<file path="config.mk">
export PLATFORM = sky130hd
export DESIGN_NAME = sir90_ctrl
export DESIGN_NICKNAME = d
export VERILOG_FILES = /design/src/rtl/sir90_pkg.sv /design/src/rtl/sir90_ctrl.sv
export SDC_FILE = /design/constraint.sdc
export NUM_CORES = 1
export LEC_CHECK = 0
export ABC_AREA = 1
export CAP_MARGIN = 20
export CORE_AREA = 4 4 41 43
export DETAILED_ROUTE_END_ITERATION = 16
export DIE_AREA = 0 0 45 47
export DONT_BUFFER_PORTS = 1
export GPL_ROUTABILITY_DRIVEN = 0
export PLACE_DENSITY_LB_ADDON = 0.3
export REMOVE_ABC_BUFFERS = 1
export SETUP_SLACK_MARGIN = 0.15
export SLEW_MARGIN = 10
export SYNTH_ARGS = -nofsm -noshare
export SYNTH_HDL_FRONTEND = slang
export SYNTH_SLANG_ARGS = --single-unit
</file>
<file path="constraint.sdc">
create_clock -name clk -period 1.2 [get_ports clk]
set_input_delay 0.06 -clock clk [delete_from_list [all_inputs] [get_ports clk]]
set_output_delay 0.06 -clock clk [all_outputs]
set_load 0.01 [all_outputs]
</file>
<file path="src/rtl/sir90_pkg.sv">
`timescale 1ns / 1ps
// ----------------------------------------------------------------------------
// sir90_pkg
// Shared constants, codes, a helper function and control types for the
// square frame store with 90 degree clockwise rotation.
// ----------------------------------------------------------------------------
package sir90_pkg;

	localparam int MAX_SIDE    = 64;
	localparam int PIXEL_WIDTH = 32;
	localparam int FIELD_W     = 32;
	localparam int SIDE_W      = 7;
	localparam int DEPTH       = MAX_SIDE * MAX_SIDE;
	localparam int ADDR_W      = $clog2(DEPTH);
	localparam int COUNT_W     = ADDR_W + 1;
	localparam int IDX_W       = $clog2(MAX_SIDE);
	localparam int ACT_W       = IDX_W + 1;
	localparam int SIDE_RESET  = 64;

	typedef enum logic [1:0] {
		CMD_LOAD   = 2'd0,
		CMD_ROTATE = 2'd1,
		CMD_READ   = 2'd2
	} cmd_t;

	typedef struct packed {
		logic load;
		logic read;
		logic rot_start;
		logic rot_run;
	} dp_cmd_t;

	typedef struct packed {
		logic slot_free;
		logic rot_none;
		logic rot_done;
	} dp_stat_t;

	// zero acts as one, anything above the maximum acts as the maximum
	function automatic logic [ACT_W-1:0] clamp_side(input logic [SIDE_W-1:0] v);
		logic [ACT_W-1:0] res;
		if (v == '0) begin
			res = ACT_W'(1);
		end else if (32'(v) > MAX_SIDE) begin
			res = ACT_W'(MAX_SIDE);
		end else begin
			res = ACT_W'(v);
		end
		return res;
	endfunction

endpackage

</file>
<file path="src/rtl/sir90_ctrl.sv">
`timescale 1ns / 1ps
// ----------------------------------------------------------------------------
// sir90_ctrl
// Controller: accepts requests, decodes commands and sequences a rotation.
// ----------------------------------------------------------------------------
module sir90_ctrl (
	input  logic               clk,
	input  logic               arst_n,
	input  logic               req_valid,
	input  logic [1:0]         req_cmd,
	output logic               req_ready,
	output sir90_pkg::dp_cmd_t dcmd,
	input  sir90_pkg::dp_stat_t dstat
);
	import sir90_pkg::*;

	typedef enum logic [1:0] {
		ST_IDLE   = 2'b01,
		ST_ROTATE = 2'b10
	} state_t;

	state_t state_q;
	state_t state_d;
	logic   accept;

	assign req_ready = (state_q == ST_IDLE) && dstat.slot_free;
	assign accept    = req_valid && req_ready;

	always_comb begin
		dcmd.load      = accept && (req_cmd == CMD_LOAD);
		dcmd.read      = accept && (req_cmd == CMD_READ);
		dcmd.rot_start = accept && (req_cmd == CMD_ROTATE);
		dcmd.rot_run   = (state_q == ST_ROTATE);
	end

	always_comb begin
		state_d = state_q;
		case (state_q)
			ST_IDLE: begin
				if (dcmd.rot_start && !dstat.rot_none) begin
					state_d = ST_ROTATE;
				end
			end
			ST_ROTATE: begin
				if (dstat.rot_done) begin
					state_d = ST_IDLE;
				end
			end
			default: begin
				state_d = ST_IDLE;
			end
		endcase
	end

	always_ff @(posedge clk or negedge arst_n) begin
		if (!arst_n) begin
			state_q <= ST_IDLE;
		end else begin
			state_q <= state_d;
		end
	end
endmodule

</file>
==> flow_summary_export.csv <==
group,metric,value,unit
synthesis,synth-adder-area-share,0,%
cells_and_area,top_regs,"state_q: 2 flops",
synthesis,synthDistinctLibCells,10,
synthesis,yosys.area.top_type,"dfstp_2",
synthesis,synth_simple_gate_area_share,44.1,%
drt,ant_nets,0,
pwr,peakVddDrop,285,uV
status,violations,"setup timing",
cts,numCtsBuffers,3,
critical_path,crit_path_start_kind,"register",
floorplanning,core_area,0.00130,mm^2
drt,drc,0,
floorplanning,row_count,13,
synthesis,syn_inst,17,
synthesis,syn_area_per_cell,7.51,um^2
floorplanning,io_pins,13,
synthesis,ys_ff_latch,2,
cells_and_area,layout.nets,38,
timing,worst_pin_slew,280,ps
drt,drt-wirelength-per-cell,12.1,um
timing,fmax,812,MHz
cts,htreeDepth,1,
grt,grt_pass1_wl,841,um
synthesis,synth_compound_area_share,3.92,%
timing,finalCritPeriodShare,103,%
place,placed_cells,35,
synthesis,synth_top_family_by_area,"simple AND/OR/NAND/NOR gates",
floorplanning,initial_core_util,9.81,%
grt,grt_antenna_before_repair,0,
cts,cts_sinks,2,
critical_path,cp-end-kind,"primary output",
grt,grt_max_degree,5,
synthesis,synth_area_leaders,"dfstp_2 21%, dfrtp_1 20%, nor3_1 12%, inv_1 12%, nand4_2 9.8%",
cells_and_area,final_common_cell,"inv_1",
floorplanning,die_y,47,um
cts,cts_root_buffer,"clkbuf_4",
cts,clk_path_buf_depth,2,
cells_and_area,drive_gt1_share,55.2,%
timing,finalSetupViolCount,3,
flow_run,cap_violations,0,
cells_and_area,n_antenna_cell,0,
drt,drt_first_iter_violations,0,
worst_hold_path,hold_class,"in2async",
pwr,leakage,0.000117,uW
drt,vias,161,
synthesis,synth_mux_area_share,0,%
timing,tns,-76.2,ps
pwr,p_per_area,992,mW/mm^2
floorplanning,die_w,45,um
cells_and_area,register_area,51.3,um^2
timing,layout_setup_ws,-31.4,ps
cells_and_area,syn_to_final_growth,118,%
grt,first_global_vias,183,
status,status,"finished with violations",
timing,fin_skew,2.59,ps
cells_and_area,n_fill_cell,155,
grt,grtUsageTotal,6.56,%
timing,min_period,1230,ps
timing,maxSlewHeadroom,81.2,%
critical_path,required,1140,ps
drt,via_per_inst,3.66,
place,place.port_buffers,0,
cells_and_area,regMostFlops,"state_q",
synthesis,synth-xor-area-share,0,%
critical_path,crit_arrival,1170,ps
floorplanning,die_area,0.00212,mm^2
drt,drt_pre_antenna_iters,1,
synthesis,synth.cell_area,128,um^2
synthesis,synth_top_area_share,20.6,%
synthesis,yosysWarnings,0,
cells_and_area,layout_common_cells,"4 x inv_1, 3 x clkbuf_4, 3 x dlygate4sd3_1, 3 x buf_4",
grt,grt_remaining_overflow,0,
critical_path,crit_type,"reg2out",
cts,clk_pin_slew_worst_paths,30,ps
cells_and_area,largest_reg_flops,2,
cells_and_area,multiInputGateArea,91.3,um^2
timing,finalHoldViolCount,0,
timing,rsz0062_at_grt,"true",
drt,wl,533,um
cts,clk_latency,230,ps
timing,slew_violations,0,
timing,timing.hold.ws,69.3,ps
cts,cts_tree,"built",
synthesis,synth_seq_area_share,40.2,%
critical_path,worstPathMaxFanout,3,
cells_and_area,stdcell_count,44,
-- area by class of cell --
| cell class | count | area share [%] |
|---|---|---|
| Multi-Input combinational cell | 11 | 32.9 |
| Timing Repair Buffer | 8 | 27.0 |
| Clock buffer | 4 | 9.46 |
| Tap cell | 15 | 6.76 |
| Inverter | 4 | 5.41 |
| Sequential cell | 2 | 18.5 |
-- worst paths after layout --
kind / from / endpoint / slack [ps] / cells after the start
hold reg to reg: state_q[1] / state_q[0] / 700 / 3
min in group clk: req_cmd[0] / state_q[1] / 220 / 5
max in group asynchronous: arst_n / state_q[0] / 920 / 1
setup reg to reg: state_q[0] / state_q[1] / 130 / 5
hold / removal: arst_n / state_q[1] / 70 / 1
setup / recovery: state_q[0] / dcmd[2] / -30 / 3
-- cells in the mapped netlist --
library cell	count
nor3_1	3
nand4_2	1
nand2_1	3
a21oi_1	1
dfstp_2	1
dfrtp_1	1
inv_1	4
nor2_2	1
and3_2	1
nor2_1	1
-- per-layer routing --
layer | routed length (um) | up-vias | track usage (%)
met5 | 0 | - | 0
met4 | 0 | 0 | 5.26
met3 | 104 | 0 | 6.90
met2 | 259 | 12 | 10.5
met1 | 169 | 71 | 4.32
li1 | - | 78 | -
-- kinds of logic after synthesis --
logic type | after synthesis
DFF | 2
AOI/OAI and AO/OA | 1
and+or+nand+nor | 10
buffers and inverters | 4
-- stage by stage --
step	total power, uW	utilization, %	worst slack [ps]	cell area [um^2]
2_1_floorplan	84.8	-	198	128
3_3_place_gp	90.5	13.0	151	169
3_5_place_dp	91.3	13.0	146	169
4_1_cts	287	20.6	-48.7	268
5_1_grt	293	21.3	-89.3	278
6_report	275	21.3	-31.4	278
-- worst max-delay path, stage by stage (launching register included) --
cell and delay, ps:
dfstp_2 540, nand4_4 130, nor3_2 130, buf_4 140
-- timing repair --
item                                    CTS  global route
pin swaps                                 1             1
resized for setup                         5             3
endpoints found under the hold margin     4             0
endpoints found under the setup margin    4             6
buffers inserted                          2             0
hold buffers                              3             0
-- power by group --
part           switching (uW)  internal, uW
registers               0.706          69.6
logic                    18.5          20.6
clock network            42.3           124
(Power assumes the default switching activity.)
